[src/rtl/core/itrt_pkg.sv]
`default_nettype none
// ----------------------------------------------------------------------------
// itrt_pkg: shared types and constants for the radix text converter
// Word formats, the job passed from the front end to the digit engine and the
// digit to ASCII mapping.
// ----------------------------------------------------------------------------
package itrt_pkg;

    localparam int VALUE_BITS = 32;
    localparam int RADIX_BITS = 6;
    localparam int CHAR_BITS  = 7;
    // A remainder is always below the base, which is at most 36.
    localparam int REM_BITS   = 6;
    localparam int IDX_BITS   = (VALUE_BITS > 1) ? $clog2(VALUE_BITS) : 1;

    localparam int FIFO_DEPTH    = 2;
    localparam int FIFO_PTR_BITS = (FIFO_DEPTH > 1) ? $clog2(FIFO_DEPTH) : 1;
    localparam int FIFO_CNT_BITS = $clog2(FIFO_DEPTH + 1);

    localparam logic [RADIX_BITS-1:0] RADIX_MIN     = RADIX_BITS'(2);
    localparam logic [RADIX_BITS-1:0] RADIX_MAX     = RADIX_BITS'(36);
    localparam logic [RADIX_BITS-1:0] RADIX_DECIMAL = RADIX_BITS'(10);

    localparam logic [CHAR_BITS-1:0] CHAR_ZERO   = 7'h30;
    localparam logic [CHAR_BITS-1:0] CHAR_LETTER = 7'h61;
    localparam logic [CHAR_BITS-1:0] CHAR_MINUS  = 7'h2d;
    localparam logic [CHAR_BITS-1:0] CHAR_TEN    = 7'd10;
    localparam logic [REM_BITS-1:0]  DIGIT_NINE  = REM_BITS'(9);

    typedef struct packed {
        logic signed [VALUE_BITS-1:0] value;
        logic [RADIX_BITS-1:0]        radix;
    } in_word_t;

    typedef struct packed {
        logic [CHAR_BITS-1:0] character;
        logic                 last;
    } out_word_t;

    typedef struct packed {
        logic [VALUE_BITS-1:0] mag;
        logic [RADIX_BITS-1:0] base;
        logic                  neg;
    } job_t;

    function automatic logic [CHAR_BITS-1:0] digit_char(input logic [REM_BITS-1:0] d);
        logic [CHAR_BITS-1:0] dx;
        dx = {{(CHAR_BITS-REM_BITS){1'b0}}, d};
        if (d > DIGIT_NINE) begin
            return CHAR_LETTER + dx - CHAR_TEN;
        end
        return CHAR_ZERO + dx;
    endfunction

endpackage
`default_nettype wire

[src/rtl/core/itrt_front.sv]
`default_nettype none
// ----------------------------------------------------------------------------
// itrt_front: input classifier
// Clamps the base into range, decides whether a minus sign is due and forms
// the magnitude that the digit engine divides down.
// ----------------------------------------------------------------------------
module itrt_front (
    input  wire logic             s_valid,
    output logic                  s_ready,
    input  wire itrt_pkg::in_word_t s_word,
    output logic                  push_valid,
    input  wire logic             push_ready,
    output itrt_pkg::job_t        push_job
);
    import itrt_pkg::*;

    logic [RADIX_BITS-1:0] base;
    logic [VALUE_BITS-1:0] raw;
    logic                  neg;

    always_comb begin
        if (s_word.radix < RADIX_MIN) begin
            base = RADIX_MIN;
        end else if (s_word.radix > RADIX_MAX) begin
            base = RADIX_MAX;
        end else begin
            base = s_word.radix;
        end
    end

    // Only base ten treats the word as signed; elsewhere the raw pattern is used.
    assign raw = s_word.value;
    assign neg = (base == RADIX_DECIMAL) && raw[VALUE_BITS-1];

    assign push_job.mag  = neg ? (~raw + VALUE_BITS'(1)) : raw;
    assign push_job.base = base;
    assign push_job.neg  = neg;

    assign push_valid = s_valid;
    assign s_ready    = push_ready;

endmodule
`default_nettype wire

[src/rtl/core/itrt_fifo.sv]
`default_nettype none
// ----------------------------------------------------------------------------
// itrt_fifo: job queue
// A short queue between the classifier and the digit engine so that either
// side can stall without holding up the other.
// ----------------------------------------------------------------------------
module itrt_fifo (
    input  wire logic          aclk,
    input  wire logic          aresetn,
    input  wire logic          push_valid,
    output logic               push_ready,
    input  wire itrt_pkg::job_t push_job,
    output logic               pop_valid,
    input  wire logic          pop_ready,
    output itrt_pkg::job_t     pop_job
);
    import itrt_pkg::*;

    job_t                     mem_reg [FIFO_DEPTH];
    logic [FIFO_PTR_BITS-1:0] wr_ptr_reg, wr_ptr_next;
    logic [FIFO_PTR_BITS-1:0] rd_ptr_reg, rd_ptr_next;
    logic [FIFO_CNT_BITS-1:0] count_reg, count_next;
    logic                     push, pop;

    assign push_ready = (count_reg != FIFO_CNT_BITS'(FIFO_DEPTH));
    assign pop_valid  = (count_reg != '0);
    assign push       = push_valid && push_ready;
    assign pop        = pop_valid && pop_ready;
    assign pop_job    = mem_reg[rd_ptr_reg];

    always_comb begin
        wr_ptr_next = wr_ptr_reg;
        rd_ptr_next = rd_ptr_reg;
        count_next  = count_reg;
        if (push) begin
            wr_ptr_next = (wr_ptr_reg == FIFO_PTR_BITS'(FIFO_DEPTH - 1)) ? '0
                        : wr_ptr_reg + FIFO_PTR_BITS'(1);
        end
        if (pop) begin
            rd_ptr_next = (rd_ptr_reg == FIFO_PTR_BITS'(FIFO_DEPTH - 1)) ? '0
                        : rd_ptr_reg + FIFO_PTR_BITS'(1);
        end
        if (push && !pop) begin
            count_next = count_reg + FIFO_CNT_BITS'(1);
        end else if (pop && !push) begin
            count_next = count_reg - FIFO_CNT_BITS'(1);
        end
    end

    always_ff @(posedge aclk) begin
        if (!aresetn) begin
            wr_ptr_reg <= '0;
            rd_ptr_reg <= '0;
            count_reg  <= '0;
        end else begin
            wr_ptr_reg <= wr_ptr_next;
            rd_ptr_reg <= rd_ptr_next;
            count_reg  <= count_next;
        end
    end

    always_ff @(posedge aclk) begin
        if (push) begin
            mem_reg[wr_ptr_reg] <= push_job;
        end
    end

`ifndef SYNTHESIS
    a_count_range: assert property (@(posedge aclk) disable iff (!aresetn)
        count_reg <= FIFO_CNT_BITS'(FIFO_DEPTH))
        else $error("job queue holds more words than it has entries");

    a_push_only_grows: assert property (@(posedge aclk) disable iff (!aresetn)
        (push && !pop) |=> (count_reg == $past(count_reg) + FIFO_CNT_BITS'(1)))
        else $error("job queue lost a pushed word");

    a_pop_only_shrinks: assert property (@(posedge aclk) disable iff (!aresetn)
        (pop && !push) |=> (count_reg == $past(count_reg) - FIFO_CNT_BITS'(1)))
        else $error("job queue kept a popped word");
`endif

endmodule
`default_nettype wire

[src/rtl/core/itrt_back.sv]
`default_nettype none
// ----------------------------------------------------------------------------
// itrt_back: digit engine
// Divides the magnitude down by the base with a bit-serial restoring divider,
// stores the remainders, then plays them out most significant first, after a minus sign when one is due.
// ----------------------------------------------------------------------------
module itrt_back (
    input  wire logic          aclk,
    input  wire logic          aresetn,
    input  wire logic          pop_valid,
    output logic               pop_ready,
    input  wire itrt_pkg::job_t pop_job,
    output logic               m_valid,
    input  wire logic          m_ready,
    output itrt_pkg::out_word_t m_word
);
    import itrt_pkg::*;

    typedef enum logic [2:0] {
        ST_IDLE = 3'b001,
        ST_DIV  = 3'b010,
        ST_EMIT = 3'b100
    } back_state_t;

    back_state_t           state_reg, state_next;
    logic [VALUE_BITS-1:0] quot_reg, quot_next;
    logic [REM_BITS-1:0]   rem_reg, rem_next;
    logic [RADIX_BITS-1:0] base_reg, base_next;
    logic                  sign_pending_reg, sign_pending_next;
    logic [IDX_BITS-1:0]   bit_cnt_reg, bit_cnt_next;
    logic [IDX_BITS-1:0]   wr_idx_reg, wr_idx_next;
    logic [IDX_BITS-1:0]   rd_idx_reg, rd_idx_next;
    logic                  m_valid_reg, m_valid_next;
    out_word_t             m_word_reg, m_word_next;
    logic [REM_BITS-1:0]   digit_buf_reg [VALUE_BITS];

    logic [REM_BITS:0]     trial;
    logic                  ge;
    logic [REM_BITS:0]     diff;
    logic [REM_BITS-1:0]   rem_step;
    logic [VALUE_BITS-1:0] quot_step;
    logic                  digit_we;
    logic                  out_free;

    // One quotient bit per cycle.
    assign trial     = {rem_reg, quot_reg[VALUE_BITS-1]};
    assign ge        = trial >= {1'b0, base_reg};
    assign diff      = trial - {1'b0, base_reg};
    assign rem_step  = ge ? diff[REM_BITS-1:0] : trial[REM_BITS-1:0];
    assign quot_step = {quot_reg[VALUE_BITS-2:0], ge};
    assign out_free  = !m_valid_reg || m_ready;

    always_comb begin
        state_next        = state_reg;
        quot_next         = quot_reg;
        rem_next          = rem_reg;
        base_next         = base_reg;
        sign_pending_next = sign_pending_reg;
        bit_cnt_next      = bit_cnt_reg;
        wr_idx_next       = wr_idx_reg;
        rd_idx_next       = rd_idx_reg;
        m_valid_next      = m_valid_reg && !m_ready;
        m_word_next       = m_word_reg;
        pop_ready         = 1'b0;
        digit_we          = 1'b0;
        unique case (state_reg)
            ST_IDLE: begin
                pop_ready = 1'b1;
                if (pop_valid) begin
                    quot_next         = pop_job.mag;
                    base_next         = pop_job.base;
                    sign_pending_next = pop_job.neg;
                    rem_next          = '0;
                    bit_cnt_next      = IDX_BITS'(VALUE_BITS - 1);
                    wr_idx_next       = '0;
                    state_next        = ST_DIV;
                end
            end
            ST_DIV: begin
                quot_next = quot_step;
                rem_next  = rem_step;
                if (bit_cnt_reg == '0) begin
                    // A zero magnitude still yields one digit, the character zero.
                    digit_we = 1'b1;
                    if (quot_step == '0) begin
                        rd_idx_next = wr_idx_reg;
                        state_next  = ST_EMIT;
                    end else begin
                        wr_idx_next  = wr_idx_reg + IDX_BITS'(1);
                        rem_next     = '0;
                        bit_cnt_next = IDX_BITS'(VALUE_BITS - 1);
                    end
                end else begin
                    bit_cnt_next = bit_cnt_reg - IDX_BITS'(1);
                end
            end
            ST_EMIT: begin
                if (out_free) begin
                    m_valid_next = 1'b1;
                    if (sign_pending_reg) begin
                        m_word_next.character = CHAR_MINUS;
                        m_word_next.last      = 1'b0;
                        sign_pending_next     = 1'b0;
                    end else begin
                        m_word_next.character = digit_char(digit_buf_reg[rd_idx_reg]);
                        m_word_next.last      = (rd_idx_reg == '0);
                        if (rd_idx_reg == '0) begin
                            state_next = ST_IDLE;
                        end else begin
                            rd_idx_next = rd_idx_reg - IDX_BITS'(1);
                        end
                    end
                end
            end
            default: begin
                state_next = ST_IDLE;
            end
        endcase
    end

    always_ff @(posedge aclk) begin
        if (!aresetn) begin
            state_reg        <= ST_IDLE;
            sign_pending_reg <= 1'b0;
            m_valid_reg      <= 1'b0;
        end else begin
            state_reg        <= state_next;
            sign_pending_reg <= sign_pending_next;
            m_valid_reg      <= m_valid_next;
        end
    end

    always_ff @(posedge aclk) begin
        quot_reg    <= quot_next;
        rem_reg     <= rem_next;
        base_reg    <= base_next;
        bit_cnt_reg <= bit_cnt_next;
        wr_idx_reg  <= wr_idx_next;
        rd_idx_reg  <= rd_idx_next;
        m_word_reg  <= m_word_next;
        if (digit_we) begin
            digit_buf_reg[wr_idx_reg] <= rem_step;
        end
    end

    assign m_valid = m_valid_reg;
    assign m_word  = m_word_reg;

`ifndef SYNTHESIS
    a_base_in_range: assert property (@(posedge aclk) disable iff (!aresetn)
        (state_reg == ST_DIV) |-> (base_reg >= RADIX_MIN && base_reg <= RADIX_MAX))
        else $error("divider running with a base out of range");

    a_rem_below_base: assert property (@(posedge aclk) disable iff (!aresetn)
        (state_reg == ST_DIV) |-> ({1'b0, rem_reg} < {1'b0, base_reg}))
        else $error("partial remainder not below the base");

    a_no_sign_when_idle: assert property (@(posedge aclk) disable iff (!aresetn)
        (state_reg == ST_IDLE) |-> !sign_pending_reg)
        else $error("minus sign left over after a run ended");
`endif

endmodule
`default_nettype wire

[src/rtl/core/integer_to_radix_text.sv]
`default_nettype none
// An accepted word is registered in the job queue before the digit engine takes
// it, and each digit is then worked out in the bit-serial divider.
// A word takes longer the more digits it has, plus one more character for a
// minus sign, and longer still while m_ready is low.
// The divider sets the rate; a two-entry queue lets new words in.
// Reset: synchronous, active low; clears the queue, the engine and m_valid.
// ----------------------------------------------------------------------------
// integer_to_radix_text: integer to ASCII text in base 2 to 36
// Each word yields its digits one character per result word, most significant
// first, with a leading minus for negative values in base ten.
// ----------------------------------------------------------------------------
module integer_to_radix_text (
    input  wire logic               aclk,
    input  wire logic               aresetn,
    input  wire logic               s_valid,
    output logic                    s_ready,
    input  wire itrt_pkg::in_word_t s_word,
    output logic                    m_valid,
    input  wire logic               m_ready,
    output itrt_pkg::out_word_t     m_word
);
    import itrt_pkg::*;

    logic push_valid, push_ready;
    job_t push_job;
    logic pop_valid, pop_ready;
    job_t pop_job;

    itrt_front u_front (
        .s_valid    (s_valid),
        .s_ready    (s_ready),
        .s_word     (s_word),
        .push_valid (push_valid),
        .push_ready (push_ready),
        .push_job   (push_job)
    );

    itrt_fifo u_fifo (
        .aclk       (aclk),
        .aresetn    (aresetn),
        .push_valid (push_valid),
        .push_ready (push_ready),
        .push_job   (push_job),
        .pop_valid  (pop_valid),
        .pop_ready  (pop_ready),
        .pop_job    (pop_job)
    );

    itrt_back u_back (
        .aclk      (aclk),
        .aresetn   (aresetn),
        .pop_valid (pop_valid),
        .pop_ready (pop_ready),
        .pop_job   (pop_job),
        .m_valid   (m_valid),
        .m_ready   (m_ready),
        .m_word    (m_word)
    );

endmodule
`default_nettype wire

[config.mk]
export PLATFORM = sky130hd
export DESIGN_NAME = integer_to_radix_text
export DESIGN_NICKNAME = d
export VERILOG_FILES = /design/src/rtl/core/itrt_pkg.sv /design/src/rtl/core/itrt_front.sv /design/src/rtl/core/itrt_fifo.sv /design/src/rtl/core/itrt_back.sv /design/src/rtl/core/integer_to_radix_text.sv
export SDC_FILE = /design/constraint.sdc
export NUM_CORES = 1
export LEC_CHECK = 0
export BUFFER_PORTS_ARGS = -buffer_cell sky130_fd_sc_hd__clkbuf_2
export CAP_MARGIN = 5
export CORE_MARGIN = 1.5
export CORE_UTILIZATION = 55
export DETAILED_ROUTE_END_ITERATION = 8
export PLACE_DENSITY = 0.72
export SKIP_LAST_GASP = 1
export SLEW_MARGIN = 20
export SYNTH_ARGS = -nofsm -noshare
export SYNTH_HDL_FRONTEND = slang
export SYNTH_SLANG_ARGS = --single-unit
[constraint.sdc]
create_clock -name aclk -period 3.34 [get_ports aclk]
set_input_delay 0.668 -clock aclk [delete_from_list [all_inputs] [get_ports aclk]]
set_output_delay 0.668 -clock aclk [all_outputs]
set_load 0.005 [all_outputs]
Yosys cells after proc, flatten, opt, wreduce, memory -nomap -nowiden
Memories as Yosys holds them, arrays and structs flattened. A register that Yosys moved wholly into a read port is not among the register bits.
Cells that the tools add are included.
{"block": "totals", "regBits": 76, "inputBits": 42, "mem_bits_rw": 270, "n_memories": 2}
{"name": "u_back.digit_buf_reg", "depth": 32, "word_bits": 6, "rd": 1, "rd_clocked_by_memory_dff": 1, "wr": 1, "line": "itrt_back.sv:35", "rtl": "logic [REM_BITS-1:0] digit_buf_reg [VALUE_BITS];"}
{"name": "u_fifo.mem_reg", "depth": 2, "word_bits": 39, "rd": 1, "rd_clocked_by_memory_dff": 1, "wr": 1, "line": "itrt_fifo.sv:19", "rtl": "job_t mem_reg [FIFO_DEPTH];"}
{"block": "classes", "eq_ne": 14, "bitwise_logic": 1, "addsub": 12, "reduce_logical": 27, "order_cmp": 4, "muxes": 56}
{"operator": "$mux 32", "n": 2}
{"operator": "$pmux 32 s2", "n": 1}
{"operator": "$mux 5", "n": 12}
{"operator": "$mux 6", "n": 6}
{"operator": "$add 32x1->32 const B", "n": 1}
{"operator": "$logic_not 32->1", "n": 1}
{"operator": "$not 32->32", "n": 1}
{"operator": "$pmux 5 s2", "n": 3}
{"operator": "$mux 1", "n": 19}
{"operator": "$mux 3", "n": 6}
{"operator": "$mux 7", "n": 2}
{"operator": "$pmux 6 s2", "n": 1}
{"operator": "$reduce_and 6->1", "n": 2}
{"operator": "$logic_not 5->1", "n": 2}
{"operator": "$ne 2x2->1 const B", "n": 5}
{"operator": "$reduce_bool 2->1", "n": 5}
{"operator": "$sub 5x1->5 const B", "n": 2}
{"operator": "$pmux 3 s3", "n": 1}
{"operator": "$ne 2x1->1 const B", "n": 4}
{"operator": "$add 6x6->7 const A", "n": 1}
{"operator": "$add 7x6->7 const A", "n": 1}
{"operator": "$ge 7x6->1", "n": 1}
{"operator": "$sub 7x4->7 const B", "n": 1}
{"operator": "$eq 6x4->1 const B", "n": 1}
{"operator": "20 further kinds", "n": 33}

Depth between registers and ports, before layout
Gate-level depths: netlist of run 1.
{"block": "depth", "depth_word": 6, "mapped_depth": 15, "mapped_depth_nobuf": 11}

Cells and area by module
From an unflattened synthesis of run 1, not the netlist that was laid out.
{"block": "hier_totals", "cells_unflattened": 1094, "hier_area_um2": 15563.7}
{"mod": "itrt_back", "instances": 1, "cells_per_inst": 833, "seq_area_each_um2": 7977.7, "area_each_um2": 11690.0}
{"mod": "itrt_fifo", "instances": 1, "cells_per_inst": 145, "seq_area_each_um2": 2442.3, "area_each_um2": 3050.4}
{"mod": "itrt_front", "instances": 1, "cells_per_inst": 116, "seq_area_each_um2": 0.0, "area_each_um2": 823.3}

Worst setup path after synthesis of run 1
OpenSTA, ideal clock, no wires.
{"block": "synth_path", "kind": "reg-to-reg", "from": "register u_back.rem_reg[0]", "to": "memory u_back.digit_buf_reg[0][2] (data pin)", "arrival_ns": 2.985, "synth_period_minus_slack_ns": 3.446, "setup_slack_ns": -0.106, "required_ns": 2.880, "stages_incl_launch_ff": 10, "cell_sequence": "edfxtp_1 > ha_1 > nor2b_1 > o21ai_0 > a21boi_1 > o21a_1 > o21ai_1 > and2_1 > clkbuf_2 > o21ai_0"}
{"block": "synth_via", "elab_chain_cells": 2, "elab_cells_between_ends": 3, "cone_classes": "1 x add/sub; 1 x order compare; 1 x mux"}
{"item": "start: declaration", "line": "itrt_back.sv:27", "rtl": "logic [REM_BITS-1:0] rem_reg, rem_next;"}
{"item": "start signal: assignment", "line": "itrt_back.sv:135", "rtl": "rem_reg <= rem_next;"}
{"item": "$sub 6x6->6 or $ge 7x6->1 (tied branches)", "line": "itrt_back.sv:48, itrt_back.sv:47"}
{"item": "$mux 6 (*)", "line": "itrt_back.sv:49", "rtl": "assign rem_step = ge ? diff[REM_BITS-1:0] : trial[REM_BITS-1:0];"}
{"item": "via u_back.rem_step[2]", "line": "itrt_back.sv:40", "rtl": "logic [REM_BITS-1:0] rem_step;"}
{"item": "end: declaration", "line": "itrt_back.sv:35"}
Mark *: on every way through the listed nets, which the timed path passes. The rest lies on a longest branch.

==> results.ini, run 1 <==
[synth]
synth_largest_area_cell = edfxtp_1
synth.area.top_cells = edfxtp_1 65%, mux2i_1 6.1%, nor2_1 2.1%
netlist_instances = 1071
ys_seq_elements = 352
syn_area_mm2 = 0.01555
synth-edff-count = 337
synth_ff_type = edfxtp_1
yosys_warnings = 0
avgSynthCellArea_um2 = 14.52
async_flop_share = 0
synth_top_area_share = 0.6509
synthesis.nets = 1135
synth_cell_types = 81
seq_area_frac_synth = 0.6703

[finish]
layout.nets = 1216
antenna_cells = 0
final_cell_mix = 337 x edfxtp_1, 94 x mux2i_1, 86 x nor2_1
area_growth_pct = 13.01
design_area_mm2 = 0.01757
largest_reg_flops = 192
stdcell_count = 1558
drive_gt1_frac = 0.1763
mostFrequentLayoutCell = edfxtp_1
final_core_util = 0.6324

[critical_path]
worstPathCellList = buf_12 -> mux4_2 -> a22oi_1 -> nand4_2 -> inv_1 -> ha_1 -> o31ai_1 -> or2_2 -> o21a_1 -> o32ai_2
critPathBufInv = 2
critPathLaunchType = flip-flop
cp_max_fo = 30
cpMaxStageDelayCell = mux4_2
worst_r2r_endpoint = u_back.m_word[7]
slowest_delay_ns = 0.53
endpoint_kind = flip-flop
ff2ff_path_depth = 10
crit_arrival_ns = 3.44
reg2reg_slack_ns = 0.25
critPathRequiredTime_ns = 3.69
critPathKind = reg2reg
cp_top_family = compound AO/OA/AOI/OAI gates

[cts]
cts_tree = done
cts_hold_buf = 0
h-tree-depth = 2
numClockSinks = 352
clkTransAtPathRegs_ns = 0.06
insertion_delay_ns = 0.53
max-clock-path-buffers = 3
root_buffer = clkbuf_16
numCtsBuffers = 37

[route]
vias = 8974
drc = 0
antenna_left = 0
avgRoutedWirePerCell_um = 20.04
drt_iter0_drc = 820
wirelength_um = 31230
first_pass_iters = 5
vias_per_cell = 5.760

[floorplanning]
ios = 52
fp.dieH_um = 171.1
core_mm2 = 0.02778
rows = 61
start_util = 0.5596
die_x_um = 171.1
die_area_mm2 = 0.02928

[sta]
max_freq_ghz = 0.3234
holdWs_ns = 0.3251
setup_viol = 0
fin_crit_sh = 0.9258
max_slew.worst_pin.slew_ns = 0.9942
slew_headroom = 0.3372
clock_skew_ns = 0.03149
hold_viol = 0
grt_setup_unrepaired = false
setup-tns-final_ns = 0
slew_viol_final = 0
fin_ws_ns = 0.2478
fin_crit_ns = 3.092

[status]
outcome = complete, no violations

[place]
place_area_mm2 = 0.01622
placedCellCount = 1483
portBuffers = 51
gp_congestion = 0.8991
pre_cts_ws_ns = 0.1752
hpwl_um = 21410

[power_and_ir_drop]
powerDensity_mw_per_mm2 = 817.8
total_power_mw = 14.37
seqPwrFrac = 0.495
ir_drop_mv = 0.7523
clockPowerShare = 0.299
p_int_mw = 10.26
switching_power_mw = 4.106
cellLeakagePower_nw = 6.118
combPwrFrac = 0.206
power_switching_share = 0.2858

[global_routing]
gr-total-overflow = 0
grt_max_degree = 69
grt_pass1_vias = 8837
antenna_found_initial = 1
grt_pass1_wl_um = 47850
track_usage = 0.2182

[min_path]
min_to = u_back.state_reg[0]
min_from = aresetn
hold_path.class = in2reg
hold_depth = 2

[job]
cap_violations = 0

## how the worst max path moves through the flow
stage	endpoint	from	cells past startpoint	slack, ns
3_5_place_dp	u_back.rem_reg[4]	u_back.rem_reg[0]	9	0.18
4_1_cts	u_back.rem_reg[4]	u_back.rem_reg[0]	9	0.19
2_1_floorplan	u_back.rem_reg[0]	u_back.rem_reg[0]	10	0.06
3_3_place_gp	u_back.m_word[7]	flip-flop	10	0.28
5_1_grt	u_back.m_word[7]	flip-flop	10	0.03
6_report	u_back.m_word[7]	flip-flop	10	0.25
## metal layers
metal | part of all wire | vias up | GRT usage | routed length [um]
met5 | 0 | - | 0 | 0
met4 | 0.046 | 0 | 0.1060 | 1448
met3 | 0.051 | 94 | 0.03863 | 1603
met2 | 0.48 | 262 | 0.3531 | 14980
met1 | 0.42 | 4416 | 0.2868 | 13200
li1 | - | 4202 | - | -
## what timing repair did
| item | in CTS | in global routing |
|---|---|---|
| gates resized for setup | 0 | 2 |
| setup endpoints to repair | 0 | 3 |
| buffers inserted | 0 | 8 |
## Yosys cell counts, types with 5 or more instances
cell and n:
edfxtp_1 337, mux2i_1 95, nor2_1 87, nand2_1 81, o21ai_0 51, inv_1 31
nand3_1 29, xnor2_1 28, a21oi_1 22, clkbuf_1 21, ha_1 21, nor2b_1 21
a22oi_1 16, xor2_1 16, dfxtp_1 15, nor3_1 15, mux2_2 14, mux4_2 14
clkbuf_8 9, nand2b_1 8, nor4_1 8, o31ai_1 8, a31oi_1 7, and2_1 7
nand4_1 7, buf_2 6, a211oi_1 5
## power groups by stage
stage | clock network [mW] | logic [mW] | registers (mW)
final | 4.30 | 2.95 | 7.11
after global routing | 4.52 | 3.25 | 7.18
after CTS | 4.36 | 2.93 | 7.12
after detailed placement | 0 | 2.93 | 7.21
after global placement | 0 | 2.78 | 7.18
after floorplan | 0 | 1.86 | 7.03
## layout make-up
class	count	area [um^2]
multi-input combinational	640	4687
tap	378	473.0
clock inverter	22	286.5
timing repair buffer	89	578.1
sequential	352	10430
fill	2067	10210
inverter	32	120.1
clock buffer	45	998.5
## kinds of logic (layout without fill, tap and decap cells)
| kind of cell | Yosys count | in the layout | synth area share |
|---|---|---|---|
| flops | 352 | 352 | 0.6703 |
| mux | 125 | 125 | 0.09497 |
| simple gates | 305 | 305 | 0.09875 |
| fa+ha+maj | 22 | 22 | 0.01819 |
| compound gates | 144 | 144 | 0.06278 |
| xor+xnor | 44 | 44 | 0.02479 |
| buf+inv | 79 | 188 | 0.03026 |
(Power assumes the default switching activity.)
==> inputs of run 2 (changes only) <==
--- a/config.mk
+++ b/config.mk
@@ -11,6 +11,7 @@
 export CORE_UTILIZATION = 55
 export DETAILED_ROUTE_END_ITERATION = 8
 export PLACE_DENSITY = 0.72
+export SETUP_SLACK_MARGIN = 0.4
 export SKIP_LAST_GASP = 1
 export SLEW_MARGIN = 20
 export SYNTH_ARGS = -nofsm -noshare
==> run 2 against run 1 <==
Global-route usage up 0.42 points. Count of clock-buffer cells in the layout unchanged. Worst setup slack better by 0.16 ns. Register-to-register slack improved by 0.16 ns. Cell count is 1.0% higher. Hold slack improved by 0.020 ns. Routed wire length grew 3.0%. Critical endpoint is now u_back.m_word[1]. Largest power group unchanged.
==> results.ini, run 2 (synthesis results as in run 1) <==
[status]
outcome = complete, no violations

[critical_path]
ff2ff_path_depth = 11
worstPathCellList = buf_4 -> mux4_2 -> nor2b_4 -> a211oi_2 -> a31oi_1 -> nand3_2 -> ha_4 -> nand3_2 -> a31oi_2 -> o21ai_0 -> a21o_1
worst_r2r_endpoint = u_back.m_word[1]
cpMaxStageDelayCell = mux4_2
critPathRequiredTime_ns = 3.62
critPathKind = reg2reg
critPathLaunchType = flip-flop
crit_arrival_ns = 3.21
cp_top_family = compound AO/OA/AOI/OAI gates
critical_path_depth = 11
critPathBufInv = 1
reg2reg_slack_ns = 0.41
slowest_delay_ns = 0.52
crit_path_frequent_cell = nand3_2
cp_max_fo = 8
cp-endpoint = u_back.m_word[1]
endpoint_kind = flip-flop

[cts]
clkTransAtPathRegs_ns = 0.06
cts_tree = done
numCtsBuffers = 37
max-clock-path-buffers = 3
numClockSinks = 352
insertion_delay_ns = 0.52
h-tree-depth = 2
root_buffer = clkbuf_16

[place]
gp_congestion = 0.8462
hpwl_um = 21180
place_area_mm2 = 0.01629
portBuffers = 51
pre_cts_ws_ns = 0.1624
placedCellCount = 1489

[sta]
max_freq_ghz = 0.3413
hold_viol = 0
fin_crit_sh = 0.8771
clock_skew_ns = 0.02668
holdWs_ns = 0.3453
fin_crit_ns = 2.930
max_slew.worst_pin.slew_ns = 0.9606
grt_setup_unrepaired = false
fin_ws_ns = 0.4104
slew_viol_final = 0
setup_viol = 0
setup-tns-final_ns = 0
slew_headroom = 0.3596

[finish]
area_growth_pct = 14.60
drive_gt1_frac = 0.2032
largest_reg_flops = 192
design_area_mm2 = 0.01782
final_core_util = 0.6413
mostFrequentLayoutCell = edfxtp_1
layout.nets = 1236
final_cell_mix = 337 x edfxtp_1, 94 x mux2i_1, 86 x nor2_1
stdcell_count = 1574
antenna_cells = 0

[floorplanning]
fp.dieH_um = 171.1
start_util = 0.5596
die_area_mm2 = 0.02928
rows = 61
die_x_um = 171.1
core_mm2 = 0.02778
ios = 52

[route]
antenna_left = 0
avgRoutedWirePerCell_um = 20.44
wirelength_um = 32170
drt_iter0_drc = 951
vias_per_cell = 5.819
vias = 9159
first_pass_iters = 5
drc = 0

[min_path]
hold_path.class = in2reg

[global_routing]
grt_max_degree = 69
track_usage = 0.2224
antenna_found_initial = 0
gr-total-overflow = 0
grt_pass1_vias = 8703
grt_pass1_wl_um = 48670

[power_and_ir_drop]
cellLeakagePower_nw = 6.230
ir_drop_mv = 0.8076
powerDensity_mw_per_mm2 = 798.3
total_power_mw = 14.22

[job]
cap_violations = 0

[run 2: cell types whose count changed in the layout (fill, tap and decap cells not counted), moves of 3 or more]
| cell | change |
|---|---|
| clkinv_1 | -3 |
| bufinv_16 | -3 |
| ha_1 | -3 |
| buf_12 | +3 |
| buf_4 | +14 |
[run 2: how the worst min path moves through the flow]
stage                      start                  end  slack (ns)  cells past startpoint
5_1_grt                  aresetn  u_back.state_reg[0]        0.34                      2
4_1_cts                  aresetn  u_back.state_reg[0]        0.33                      2
3_5_place_dp   u_fifo.rd_ptr_reg    u_fifo.rd_ptr_reg        0.49                      2
2_1_floorplan  u_fifo.rd_ptr_reg            flip-flop        0.47                      2
3_3_place_gp   u_fifo.rd_ptr_reg    u_fifo.rd_ptr_reg        0.49                      2
6_report                 aresetn  u_back.state_reg[0]        0.35                      2
[run 2: timing repair]
action	4_1_cts	5_1_grt
gates cloned	1	0
resized for setup	13	20
buffers inserted	9	12
hold buffers	0	0
pin swaps	2	7
setup endpoints to repair	161	165
[run 2: metal layers]
metal | share of wire | wire (um) | global-route usage
met4 | 0.021 | 683 | 0.06712
met1 | 0.41 | 13180 | 0.2912
met3 | 0.056 | 1791 | 0.03053
met2 | 0.51 | 16510 | 0.3867
met5 | 0 | 0 | 0
[run 2: report_power, final]
part / switching, mW / internal [mW]
clock: 1.60 / 2.41
combinational: 2.17 / 0.935
sequential: 0.351 / 6.76
[run 2: cell type report]
class,count,area [um^2]
timing repair buffer,109,798.3
inverter,32,120.1
sequential,352,10430
multi-input combinational,640,4807
clock buffer,45,987.2
fill,2011,9966
clock inverter,18,203.9
tap,378,473.0
==> inputs of run 3 (changes only) <==
--- a/config.mk
+++ b/config.mk
@@ -7,10 +7,12 @@
 export LEC_CHECK = 0
 export BUFFER_PORTS_ARGS = -buffer_cell sky130_fd_sc_hd__clkbuf_2
 export CAP_MARGIN = 5
+export CORE_ASPECT_RATIO = 0.9
 export CORE_MARGIN = 1.5
 export CORE_UTILIZATION = 55
 export DETAILED_ROUTE_END_ITERATION = 8
-export PLACE_DENSITY = 0.72
+export MAX_ROUTING_LAYER = met4
+export PLACE_DENSITY_LB_ADDON = 0.12
 export SETUP_SLACK_MARGIN = 0.4
 export SKIP_LAST_GASP = 1
 export SLEW_MARGIN = 20
==> run 3 against run 2 <==
Count of clock-buffer cells in the layout shrank 1. Utilization is 0.64 points lower. Clock skew down 0.015 ns. Sequential share of layout area is 0.44 points higher. Via count is 1.4% lower. First-iteration DRC count is 8.9% lower. Sequential cell count unchanged. Routed wire length is 1.2% higher. Non-clock buffer count increased by 7. Clock power is 4% lower. Combinational power shrank 6.8%.
==> results.ini, run 3 (synthesis results as in run 1) <==
[finish]
layout.nets = 1242
area_growth_pct = 13.79
multi_input_area_mm2 = 0.004747
ff_latch_area_mm2 = 0.01043
largest_reg_flops = 192
design_area_mm2 = 0.01769
antenna_cells = 0
final_cell_mix = 337 x edfxtp_1, 94 x mux2i_1, 86 x nor2_1
final_core_util = 0.6348
mostFrequentLayoutCell = edfxtp_1
drive_gt1_frac = 0.2027
fillers = 2088

[cts]
h-tree-depth = 2
cts_tree = done
max-clock-path-buffers = 3
insertion_delay_ns = 0.51
root_buffer = clkbuf_16
numClockSinks = 352
numCtsBuffers = 36
cts_hold_buf = 0
clkTransAtPathRegs_ns = 0.06

[global_routing]
grt_pass1_vias = 8804
track_usage = 0.2322
grt_max_degree = 67
grt_pass1_wl_um = 50280
antenna_found_initial = 0
gr-total-overflow = 0

[place]
hpwl_um = 21430
portBuffers = 51
pre_cts_ws_ns = 0.2098
gp_congestion = 0.8589
place_area_mm2 = 0.01638

[sta]
hold_viol = 0
max_freq_ghz = 0.3496
setup-tns-final_ns = 0
fin_crit_ns = 2.860
fin_crit_sh = 0.8564
grt_setup_unrepaired = false
max_slew.worst_pin.slew_ns = 0.9729
clock_skew_ns = 0.01203
slew_viol_final = 0
fin_ws_ns = 0.4797
slew_headroom = 0.3514
setup_viol = 0

[floorplanning]
start_util = 0.5579
rows = 58
ios = 52
die_x_um = 180.2
fp.dieH_um = 162.5
die_area_mm2 = 0.02928
core_mm2 = 0.02787

[critical_path]
critPathRequiredTime_ns = 3.60
cpMaxStageDelayCell = mux4_2
slowest_delay_ns = 0.53
critPathLaunchType = flip-flop
endpoint_kind = flip-flop
critPathKind = reg2reg
crit_arrival_ns = 3.12
worstPathCellList = buf_12 -> mux4_2 -> mux2i_1 -> nand3_1 -> nand3_2 -> ha_1 -> nand3_2 -> a31o_1 -> a21o_1 -> a21o_1
cp_max_fo = 12

[route]
antenna_left = 0
drc = 0
first_pass_iters = 5
avgRoutedWirePerCell_um = 20.89
wirelength_um = 32560
vias = 9034
vias_per_cell = 5.795
drt_iter0_drc = 866

[power_and_ir_drop]
powerDensity_mw_per_mm2 = 784.3
cellLeakagePower_nw = 6.223
ir_drop_mv = 0.6210

[status]
outcome = complete, no violations

[min_path]
hold_path.class = in2reg

[job]
cap_violations = 0

-- run 3: cell count changes in the layout (fill, tap and decap cells not counted), moves of 2 or more --
cell and delta:
a2111oi_0 +2, a2111oi_2 -2, buf_12 -2, buf_4 +8, ha_1 +2, ha_4 -2
o21ai_1 +2, o21ai_4 -2
-- run 3: area by class of cell --
| cell class | count | share of cell area |
|---|---|---|
| tap | 360 | 0.02546 |
| clock buffer | 44 | 0.05439 |
| sequential | 352 | 0.5896 |
| multi-input combinational | 640 | 0.2683 |
| timing repair buffer | 116 | 0.04668 |
| clock inverter | 15 | 0.008770 |
| inverter | 32 | 0.006790 |
-- run 3: critical path: cells and delay by family (launching register included) --
kind / cells / cell delay, ns
DFF: 1 / 0.39
AOI/OAI and AO/OA: 3 / 0.62
muxes: 2 / 0.75
adders and majority gates: 1 / 0.26
buffers and inverters: 1 / 0.17
and+or+nand+nor: 3 / 0.42
-- run 3: metal layers --
metal | global-route usage | wire, um
met5 | - | 0
met4 | 0.07181 | 764
met3 | 0.03332 | 1720
met2 | 0.3744 | 15980
met1 | 0.3094 | 14100
-- run 3: repair_timing --
action                                  in CTS  in global routing
cloned                                       0                  1
endpoints found under the setup margin      26                 95
gates resized for setup                      5                 17
setup buffers                                3                  5
pin swaps                                    0                  1
hold endpoints to repair                     0                  0
-- run 3: path summary, 6_finish.rpt --
| path | start | endpoint | slack, ns | cells after the start |
|---|---|---|---|---|
| max | flip-flop | u_back.m_word[4] | 0.48 | 10 |
| min | aresetn | u_back.state_reg[0] | 0.33 | 2 |
| max reg2reg | flip-flop | u_back.m_word[4] | 0.48 | 10 |
| min reg2reg | u_fifo.rd_ptr_reg | u_fifo.rd_ptr_reg | 0.51 | 2 |
-- run 3: metrics by stage --
stage	power, mW	std cells	hold slack (ns)
after floorplan	8.929	1071	0.4725
after global placement	9.991	1491	0.4833
after detailed placement	10.08	1491	0.4977
after CTS	13.92	1553	0.3199
after global routing	14.51	1559	0.3391
final	13.87	1559	0.3327
-- run 3: report_power, final --
| group | internal [mW] | switching, mW | leakage, nW |
|---|---|---|---|
| Combinational | 0.860 | 2.03 | 2.48 |
| Clock | 2.27 | 1.59 | 0.547 |
| Sequential | 6.76 | 0.367 | 3.20 |
